[src/hdl/teq_pkg.sv]
package teq_pkg;

    // Widths of the event fields and of the stream payloads.
    localparam int TIME_W  = 32;
    localparam int TYPE_W  = 4;
    localparam int CMD_W   = 3;
    localparam int KIND_W  = 2;
    localparam int TDATA_W = 72;

    // Reported as the next due time when no event is pending.
    localparam logic [TIME_W-1:0] NO_EVENTS = 32'hffff_ffff;

    // Reset value of the frame length register.
    localparam logic [TIME_W-1:0] FRAME_LEN_INIT = 32'd69888;

    // The null event type.
    localparam logic [TYPE_W-1:0] TYPE_NULL = 4'd0;

    // Command codes carried on s_tuser.
    localparam logic [CMD_W-1:0] CMD_ADD    = 3'd0;
    localparam logic [CMD_W-1:0] CMD_DISP   = 3'd1;
    localparam logic [CMD_W-1:0] CMD_REBASE = 3'd2;
    localparam logic [CMD_W-1:0] CMD_REMOVE = 3'd3;
    localparam logic [CMD_W-1:0] CMD_CLEAR  = 3'd4;

    // Result kinds carried on m_tuser.
    localparam logic [KIND_W-1:0] KIND_DONE  = 2'd0;
    localparam logic [KIND_W-1:0] KIND_EVENT = 2'd1;
    localparam logic [KIND_W-1:0] KIND_FULL  = 2'd2;

    // One queue slot.
    typedef struct packed {
        logic [TYPE_W-1:0] ev_type;
        logic [TIME_W-1:0] ev_time;
    } entry_t;

    // Result of the shared subtractor.
    typedef struct packed {
        logic [TIME_W-1:0] diff;
        logic              borrow;
        logic              zero;
    } alu_res_t;

endpackage

[src/hdl/teq_alu.sv]
module teq_alu (
    input  logic [teq_pkg::TIME_W-1:0] op_a,
    input  logic [teq_pkg::TIME_W-1:0] op_b,
    output teq_pkg::alu_res_t          res
);
    import teq_pkg::*;

    logic [TIME_W:0] wide_diff;

    // One 32-bit subtractor serves ordering compares and rebasing alike.
    // A borrow means op_a is below op_b.
    assign wide_diff  = {1'b0, op_a} - {1'b0, op_b};
    assign res.diff   = wide_diff[TIME_W-1:0];
    assign res.borrow = wide_diff[TIME_W];
    assign res.zero   = (op_a == op_b);

endmodule

[src/hdl/timed_event_queue_top.sv]
// Timed event queue: keeps up to DEPTH pending events (due time, type) in a
// circular slot memory, ordered by time and then type, and works one command
// at a time. Each memory read goes through the single read port with a
// registered read, and every time compare or subtraction uses one shared
// 32-bit subtractor. An add, a rebase and a remove-type walk the held
// events; an add to a full queue, unused commands and clear go straight to
// the final report; dispatch pops due heads and emits each popped event
// that is not of the null type. s_tready is high only while no command is
// in progress; results leave through an output register, so a stalled
// m_tready only holds the sequencer at the cycle where it wants to emit,
// and adds the stalled cycles to the step.
module timed_event_queue_top #(
    parameter int DEPTH = 16
) (
    input  logic                        aclk,
    input  logic                        aresetn,
    input  logic                        cfg_wen,
    input  logic [teq_pkg::TIME_W-1:0]  cfg_wdata,   // frame_length
    input  logic                        s_tvalid,
    output logic                        s_tready,
    // [31:0] add_time, [35:32] event_type, [67:36] current_time, rest zero
    input  logic [teq_pkg::TDATA_W-1:0] s_tdata,
    // [2:0] command
    input  logic [teq_pkg::CMD_W-1:0]   s_tuser,
    output logic                        m_tvalid,
    input  logic                        m_tready,
    // [31:0] due_time, [35:32] due_type, [67:36] next_due, rest zero
    output logic [teq_pkg::TDATA_W-1:0] m_tdata,
    // [1:0] kind
    output logic [teq_pkg::KIND_W-1:0]  m_tuser,
    output logic                        m_tlast
);
    import teq_pkg::*;

    localparam int IW = $clog2(DEPTH);
    localparam int CW = $clog2(DEPTH + 1);

    typedef enum logic [2:0] {
        ST_IDLE,
        ST_ADD_RD,
        ST_ADD_CMP,
        ST_RMW_RD,
        ST_RMW_WR,
        ST_FIN_RD,
        ST_FIN_CMP
    } state_t;

    state_t              state_reg;
    logic [CW-1:0]       occ_reg;
    logic [IW-1:0]       head_reg;
    logic [CW-1:0]       idx_reg;
    logic [CMD_W-1:0]    cmd_reg;
    logic [TIME_W-1:0]   now_reg;
    logic [TYPE_W-1:0]   rm_type_reg;
    logic [TIME_W-1:0]   frame_len_reg;
    entry_t              carry_reg;
    logic                inserted_reg;
    logic [KIND_W-1:0]   kind_reg;
    logic                pend_valid_reg;
    entry_t              pend_reg;
    entry_t              rd_data_reg;

    logic                m_tvalid_reg;
    logic [KIND_W-1:0]   m_kind_reg;
    logic [TIME_W-1:0]   m_due_time_reg;
    logic [TYPE_W-1:0]   m_due_type_reg;
    logic [TIME_W-1:0]   m_next_due_reg;
    logic                m_last_reg;

    entry_t              slot_mem [DEPTH];

    logic                out_free;
    logic                out_load;
    logic                idx_at_end;
    logic                occ_empty;
    logic                occ_full;
    logic [IW-1:0]       idx_addr;
    logic [IW-1:0]       head_inc;
    logic [TIME_W-1:0]   alu_a;
    logic [TIME_W-1:0]   alu_b;
    alu_res_t            alu_res;
    logic                add_swap;
    logic                head_due;
    logic                mem_re;
    logic [IW-1:0]       mem_raddr;
    logic                mem_we;
    logic [IW-1:0]       mem_waddr;
    entry_t              mem_wdata;
    entry_t              rmw_data;

    // Physical slot of a logical offset from the head, wrapping at DEPTH.
    function automatic logic [IW-1:0] slot_addr(input logic [IW-1:0] base,
                                                input logic [IW-1:0] off);
        logic [IW:0] sum;
        sum = {1'b0, base} + {1'b0, off};
        if (sum >= (IW+1)'(DEPTH)) begin
            sum = sum - (IW+1)'(DEPTH);
        end
        return sum[IW-1:0];
    endfunction

    // Status decodes.
    assign out_free   = !m_tvalid_reg || m_tready;
    assign idx_at_end = (idx_reg == occ_reg);
    assign occ_empty  = (occ_reg == '0);
    assign occ_full   = (occ_reg == CW'(DEPTH));
    assign idx_addr   = slot_addr(head_reg, idx_reg[IW-1:0]);
    assign head_inc   = slot_addr(head_reg, IW'(1));

    // Operand selection for the shared subtractor.
    always_comb begin
        case (state_reg)
            ST_FIN_CMP: begin
                alu_a = now_reg;
                alu_b = rd_data_reg.ev_time;
            end
            ST_ADD_CMP: begin
                alu_a = rd_data_reg.ev_time;
                alu_b = carry_reg.ev_time;
            end
            default: begin
                alu_a = rd_data_reg.ev_time;
                alu_b = frame_len_reg;
            end
        endcase
    end

    teq_alu u_alu (
        .op_a (alu_a),
        .op_b (alu_b),
        .res  (alu_res)
    );

    // The carried entry goes into this slot when it orders at or before the
    // stored one; from then on every later entry moves up by one slot.
    assign add_swap = inserted_reg ||
                      (!alu_res.borrow &&
                       (!alu_res.zero || (carry_reg.ev_type <= rd_data_reg.ev_type)));

    // The head is due when current_time is not below its time.
    assign head_due = (cmd_reg == CMD_DISP) && !alu_res.borrow;

    // The sequencer loads a new result into the output register.
    assign out_load = out_free &&
                      (((state_reg == ST_FIN_RD) && occ_empty) ||
                       ((state_reg == ST_FIN_CMP) && (pend_valid_reg || !head_due)));

    // Read-modify-write value for rebase and remove-type.
    always_comb begin
        rmw_data = rd_data_reg;
        if (cmd_reg == CMD_REBASE) begin
            rmw_data.ev_time = alu_res.diff;
        end else if (rd_data_reg.ev_type == rm_type_reg) begin
            rmw_data.ev_type = TYPE_NULL;
        end
    end

    // Memory port control.
    always_comb begin
        mem_re    = 1'b0;
        mem_raddr = idx_addr;
        mem_we    = 1'b0;
        mem_waddr = idx_addr;
        mem_wdata = carry_reg;
        case (state_reg)
            ST_ADD_RD: begin
                mem_re = !idx_at_end;
                mem_we = idx_at_end;
            end
            ST_ADD_CMP: begin
                mem_we = add_swap;
            end
            ST_RMW_RD: begin
                mem_re = !idx_at_end;
            end
            ST_RMW_WR: begin
                mem_we    = 1'b1;
                mem_wdata = rmw_data;
            end
            ST_FIN_RD: begin
                mem_re    = !occ_empty;
                mem_raddr = head_reg;
            end
            default: begin
                mem_re = 1'b0;
            end
        endcase
    end

    // Slot memory with one write port and a registered read port.
    always_ff @(posedge aclk) begin
        if (mem_we) begin
            slot_mem[mem_waddr] <= mem_wdata;
        end
        if (mem_re) begin
            rd_data_reg <= slot_mem[mem_raddr];
        end
    end

    // Sequencer, queue bookkeeping and output register.
    always_ff @(posedge aclk) begin
        if (!aresetn) begin
            state_reg      <= ST_IDLE;
            occ_reg        <= '0;
            head_reg       <= '0;
            pend_valid_reg <= 1'b0;
            m_tvalid_reg   <= 1'b0;
            frame_len_reg  <= FRAME_LEN_INIT;
        end else begin
            if (cfg_wen) begin
                frame_len_reg <= cfg_wdata;
            end
            if (out_load) begin
                m_tvalid_reg <= 1'b1;
            end else if (m_tready) begin
                m_tvalid_reg <= 1'b0;
            end

            case (state_reg)
                ST_IDLE: begin
                    if (s_tvalid) begin
                        cmd_reg        <= s_tuser;
                        now_reg        <= s_tdata[67:36];
                        rm_type_reg    <= s_tdata[35:32];
                        carry_reg      <= {s_tdata[35:32], s_tdata[31:0]};
                        inserted_reg   <= 1'b0;
                        idx_reg        <= '0;
                        kind_reg       <= KIND_DONE;
                        pend_valid_reg <= 1'b0;
                        case (s_tuser)
                            CMD_ADD: begin
                                if (occ_full) begin
                                    kind_reg  <= KIND_FULL;
                                    state_reg <= ST_FIN_RD;
                                end else begin
                                    state_reg <= ST_ADD_RD;
                                end
                            end
                            CMD_REBASE, CMD_REMOVE: begin
                                state_reg <= ST_RMW_RD;
                            end
                            CMD_CLEAR: begin
                                occ_reg   <= '0;
                                state_reg <= ST_FIN_RD;
                            end
                            default: begin
                                state_reg <= ST_FIN_RD;
                            end
                        endcase
                    end
                end

                // Insertion: one pass from the head, carrying displaced entries up.
                ST_ADD_RD: begin
                    if (idx_at_end) begin
                        occ_reg   <= occ_reg + CW'(1);
                        state_reg <= ST_FIN_RD;
                    end else begin
                        state_reg <= ST_ADD_CMP;
                    end
                end

                ST_ADD_CMP: begin
                    if (add_swap) begin
                        carry_reg    <= rd_data_reg;
                        inserted_reg <= 1'b1;
                    end
                    idx_reg   <= idx_reg + CW'(1);
                    state_reg <= ST_ADD_RD;
                end

                // Rebase and remove-type walk every held entry in place.
                ST_RMW_RD: begin
                    if (idx_at_end) begin
                        state_reg <= ST_FIN_RD;
                    end else begin
                        state_reg <= ST_RMW_WR;
                    end
                end

                ST_RMW_WR: begin
                    idx_reg   <= idx_reg + CW'(1);
                    state_reg <= ST_RMW_RD;
                end

                // Read the head; with an empty queue emit any popped event, then report.
                ST_FIN_RD: begin
                    if (!occ_empty) begin
                        state_reg <= ST_FIN_CMP;
                    end else if (out_free) begin
                        m_next_due_reg <= NO_EVENTS;
                        if (pend_valid_reg) begin
                            m_kind_reg     <= KIND_EVENT;
                            m_due_time_reg <= pend_reg.ev_time;
                            m_due_type_reg <= pend_reg.ev_type;
                            m_last_reg     <= 1'b0;
                            pend_valid_reg <= 1'b0;
                        end else begin
                            m_kind_reg     <= kind_reg;
                            m_due_time_reg <= '0;
                            m_due_type_reg <= TYPE_NULL;
                            m_last_reg     <= 1'b1;
                            state_reg      <= ST_IDLE;
                        end
                    end
                end

                // Head known: emit a popped event, pop a due head, or finish.
                ST_FIN_CMP: begin
                    if (pend_valid_reg) begin
                        if (out_free) begin
                            m_kind_reg     <= KIND_EVENT;
                            m_due_time_reg <= pend_reg.ev_time;
                            m_due_type_reg <= pend_reg.ev_type;
                            m_next_due_reg <= rd_data_reg.ev_time;
                            m_last_reg     <= 1'b0;
                            pend_valid_reg <= 1'b0;
                        end
                    end else if (head_due) begin
                        head_reg       <= head_inc;
                        occ_reg        <= occ_reg - CW'(1);
                        pend_valid_reg <= (rd_data_reg.ev_type != TYPE_NULL);
                        pend_reg       <= rd_data_reg;
                        state_reg      <= ST_FIN_RD;
                    end else if (out_free) begin
                        m_kind_reg     <= kind_reg;
                        m_due_time_reg <= '0;
                        m_due_type_reg <= TYPE_NULL;
                        m_next_due_reg <= rd_data_reg.ev_time;
                        m_last_reg     <= 1'b1;
                        state_reg      <= ST_IDLE;
                    end
                end

                default: begin
                    state_reg <= ST_IDLE;
                end
            endcase
        end
    end

    // Port drive.
    assign s_tready = (state_reg == ST_IDLE);
    assign m_tvalid = m_tvalid_reg;
    assign m_tuser  = m_kind_reg;
    assign m_tlast  = m_last_reg;
    assign m_tdata  = {4'b0000, m_next_due_reg, m_due_type_reg, m_due_time_reg};

endmodule
[config.mk]
export PLATFORM = sky130hd
export DESIGN_NAME = timed_event_queue_top
export DESIGN_NICKNAME = d
export VERILOG_FILES = /design/src/hdl/teq_pkg.sv /design/src/hdl/teq_alu.sv /design/src/hdl/timed_event_queue_top.sv
export SDC_FILE = /design/constraint.sdc
export NUM_CORES = 1
export LEC_CHECK = 0
export BUFFER_PORTS_ARGS = -buffer_cell sky130_fd_sc_hd__buf_2
export CORE_AREA = 4 4 326 328
export DETAILED_ROUTE_END_ITERATION = 8
export DIE_AREA = 0 0 330 332
export PLACE_DENSITY = 0.54
export SLEW_MARGIN = 20
export SYNTH_ARGS = -nofsm -noshare
export SYNTH_HDL_FRONTEND = slang
export SYNTH_SLANG_ARGS = --single-unit
[constraint.sdc]
create_clock -name aclk -period 5.5 [get_ports aclk]
set_clock_uncertainty 0.15 [all_clocks]
set_input_delay 0.825 -clock aclk [delete_from_list [all_inputs] [get_ports aclk]]
set_output_delay 0.825 -clock aclk [all_outputs]
set_load 0.02 [all_outputs]
==> results.py <==
metrics = {
    "cts": {
        "cts_resized": 0,
        "htree_levels": 3,
        "cts_tree": "yes",
        "root_buffer": "clkbuf_16",
        "post-cts-setup-buffers": 0,
        "clk_path_buf_depth": 3,
        "cts_inserted_buffers": 87,
        "clkLatencyLatePin_ns": 0.66,
        "clkSinkCount": 847,
        "cts_hold_buf": 0,
        "path_clk_slew_ns": 0.06,
    },
    "global_route": {
        "overflow": 0,
        "grt_pass1_wl_um": 135000,
        "track_usage_pct": 16.3,
        "grt_pass1_vias": 20800,
        "antenna_found_initial": 2,
        "grt_max_degree": 70,
    },
    "sta": {
        "hold_violations": 0,
        "fin_crit_ns": 5.11,
        "period_share_pct": 92.9,
        "tightest_slew_ns": 1.10,
        "rsz0062_at_grt": "false",
        "maxSlewViolCount": 0,
        "maxSlewHeadroom_pct": 26.5,
        "fmax_mhz": 196,
        "finalWorstSetupSlack_ns": 0.392,
        "setup_viol_count_final": 0,
    },
    "place": {
        "gp_congestion": 0.903,
        "io_buffer_count": 180,
        "dp_hpwl_um": 60400,
        "post-place-ws_ns": 0.416,
    },
    "route": {
        "antenna_left": 0,
        "wirelength_um": 90600,
        "drt_iter0_drc": 1432,
        "wl_per_cell_um": 22.8,
        "vias": 20200,
        "via_per_inst": 5.09,
        "remaining_drc_errors": 4,
        "drtPass1Iterations": 7,
    },
    "floorplanning": {
        "dieArea_mm2": 0.110,
        "die_w_um": 330,
        "die-height_um": 332,
        "io_pins": 189,
        "initial_utilization_pct": 34.8,
        "rows": 118,
        "core_area_mm2": 0.103,
    },
    "worst_hold_path": {
        "hold_end": "now_reg[6]$_DFFE_PP_",
        "hold_depth": 1,
        "hold_path_startpoint": "s_tdata[42]",
        "holdCritPathClass": "input pin to flip-flop",
    },
    "synthesis": {
        "synthTopCellsByCount": "801 x edfxtp_1, 230 x nand2_1, 146 x nor2_1",
        "yosysTopAreaCellShare_pct": 67.0,
        "yosysUniqueCellTypes": 70,
        "avgSynthCellArea_um2": 15.9,
        "synth.area.top_cells": "edfxtp_1 67%, mux4_2 9.0%, mux2i_1 3.1%, dfxtp_1 2.6%, nand2_1 2.4%",
        "synth_top_area_cell": "edfxtp_1",
        "synth_edf_count": 801,
        "synth_fa_ha_area_share_pct": 1.70,
        "synth-xor-area-share_pct": 1.02,
        "synthMuxAreaShare_pct": 13.2,
        "ys_seq_area_share_pct": 69.5,
        "syn_inst": 2264,
        "synth.most_common_cell": "edfxtp_1",
        "synth_seq_cells": 847,
        "synthSimpleGateAreaFrac_pct": 7.08,
        "async_flop_share_pct": 0,
        "synth_top_family_by_area": "multiplexers",
        "synth_compound_area_share_pct": 5.64,
        "syn_area_mm2": 0.0359,
        "synth_ff_type": "edfxtp_1",
        "yosysWarnings": 0,
    },
    "layout": {
        "largest_reg_flops": 576,
        "regMostFlops": "slot_mem",
        "drive_gt1_share_pct": 24.9,
        "fillers": 9324,
        "area_growth_pct": 17.9,
        "layout.nets": 2679,
    },
    "setup_path": {
        "regToRegSetupSlack_ns": 0.39,
        "crit_path_max_fanout": 25,
        "rr_startpoint": "state_reg[1]$_SDFFE_PN0P_",
        "reg2reg_to": "slot_mem[1][30]$_DFFE_PP_",
        "cp-end-kind": "flip-flop",
        "critPathLaunch": "state_reg[1]$_SDFFE_PN0P_",
        "worstPathArrival_ns": 5.32,
        "critPathRequiredTime_ns": 5.71,
        "criticalPathCategory": "flip-flop to flip-flop",
        "ff2ff_path_depth": 14,
        "start_kind": "flip-flop",
    },
    "status": {
        "status": "complete, but fails checks",
        "violations": "DRC",
    },
    "pwr": {
        "powerDensity_mw_per_mm2": 486,
        "finalPower_mw": 20.6,
        "vdd_drop_max_mv": 0.247,
        "cellLeakagePower_nw": 14.5,
    },
    "run": {
        "drv_cap": 0,
    },
}
[cell usage in the layout (no fill, tap or decap), types with 7 or more instances in the layout]
cell type	synthesis	layout
edfxtp_1	801	801
nand2_1	230	229
buf_2	40	180
mux4_2	144	144
a21oi_1	132	131
nor2_1	146	125
mux2i_1	112	109
clkbuf_16	0	87
buf_4	5	87
nand3_1	49	49
o21ai_0	50	49
nor2b_1	49	47
dfxtp_1	46	45
ha_1	44	44
and2_1	40	40
a211oi_1	39	39
mux2_2	33	33
buf_12	0	27
inv_1	24	24
xnor2_1	23	23
nor2_4	0	21
xor2_1	19	19
clkinv_2	0	17
clkinv_1	0	16
a21o_1	15	15
clkbuf_1	67	15
a31oi_1	13	12
bufinv_16	0	10
nor3_1	9	9
a22oi_1	9	9
o21a_1	8	8
nand4_1	7	7
o31ai_1	7	7
[through the flow]
stage          setup TNS [ns]  utilization [%]  hold slack, ns  std cells  cell area (um^2)
2_1_floorplan           -2.82                -           0.292       2267             35900
3_3_place_gp                0             38.2           0.315       3811             39400
3_5_place_dp                0             38.2           0.325       3811             39400
4_1_cts                     0             41.0           0.148       3972             42300
5_1_grt                     0             41.0           0.167       3972             42300
6_report                    0             41.0           0.203       3974             42300
[critical path, stage by stage (launching register included)]
cell,delay (ns)
dfxtp_1,0.59
and3_2,0.30
inv_1,0.12
buf_4,0.25
nand2_1,0.10
nand2_1,0.06
ha_1,0.34
a2111oi_0,0.59
o21ai_0,0.30
nand3b_1,0.35
a21oi_1,0.17
a311o_1,0.45
a31oi_1,0.28
mux2i_1,0.23
a221o_1,0.50
[worst max path at each step]
| stage | end | slack (ns) | cells past startpoint |
|---|---|---|---|
| after global placement | slot_mem[14][4]$_DFFE_PP_ | 0.47 | 17 |
| after global routing | slot_mem[9][30]$_DFFE_PP_ | 0.08 | 14 |
| after detailed placement | slot_mem[12][30]$_DFFE_PP_ | 0.42 | 14 |
| after floorplan | slot_mem[14][0]$_DFFE_PP_ | -0.01 | 15 |
| after CTS | slot_mem[11][30]$_DFFE_PP_ | 0.36 | 14 |
| final | slot_mem[1][30]$_DFFE_PP_ | 0.39 | 14 |
[power breakdown]
group | switching, mW | leakage [nW] | internal [mW]
combinational | 3.72 | 5.40 | 2.28
clock | 2.53 | 1.40 | 3.43
sequential | 0.387 | 7.65 | 8.24
total | 6.64 | 14.5 | 13.9
[logic make-up after synthesis]
family	Yosys count
DFF	847
and+or+nand+nor	564
AOI/OAI and AO/OA	320
muxes	289
buffers and inverters	154
adders and majority gates	47
xor gates and xnor gates	42
other	1
[area by class of cell]
| class | instances | area (um^2) | share of cell area, % |
|---|---|---|---|
| inverters | 24 | 90.1 | 0.213 |
| well taps | 1380 | 1730 | 4.08 |
| clock buffers | 103 | 2250 | 5.31 |
| repair buffers | 294 | 2090 | 4.95 |
| diodes | 2 | 5.00 | 0.0118 |
| flip-flops and latches | 847 | 25000 | 59.0 |
| clock inverters | 58 | 658 | 1.55 |
| multi-input cells | 1266 | 10500 | 24.9 |
[per-layer routing]
layer  vias to the layer above  global-route usage, %  wire [um]
li1                       9266                      -          -
met1                     10300                   22.6      40100
met2                       553                   26.9      43700
met3                       109                   2.18       4650
met4                         0                   4.80       2150
met5                         -                      0          0
No activity file was read; power rests on OpenSTA's default activity.
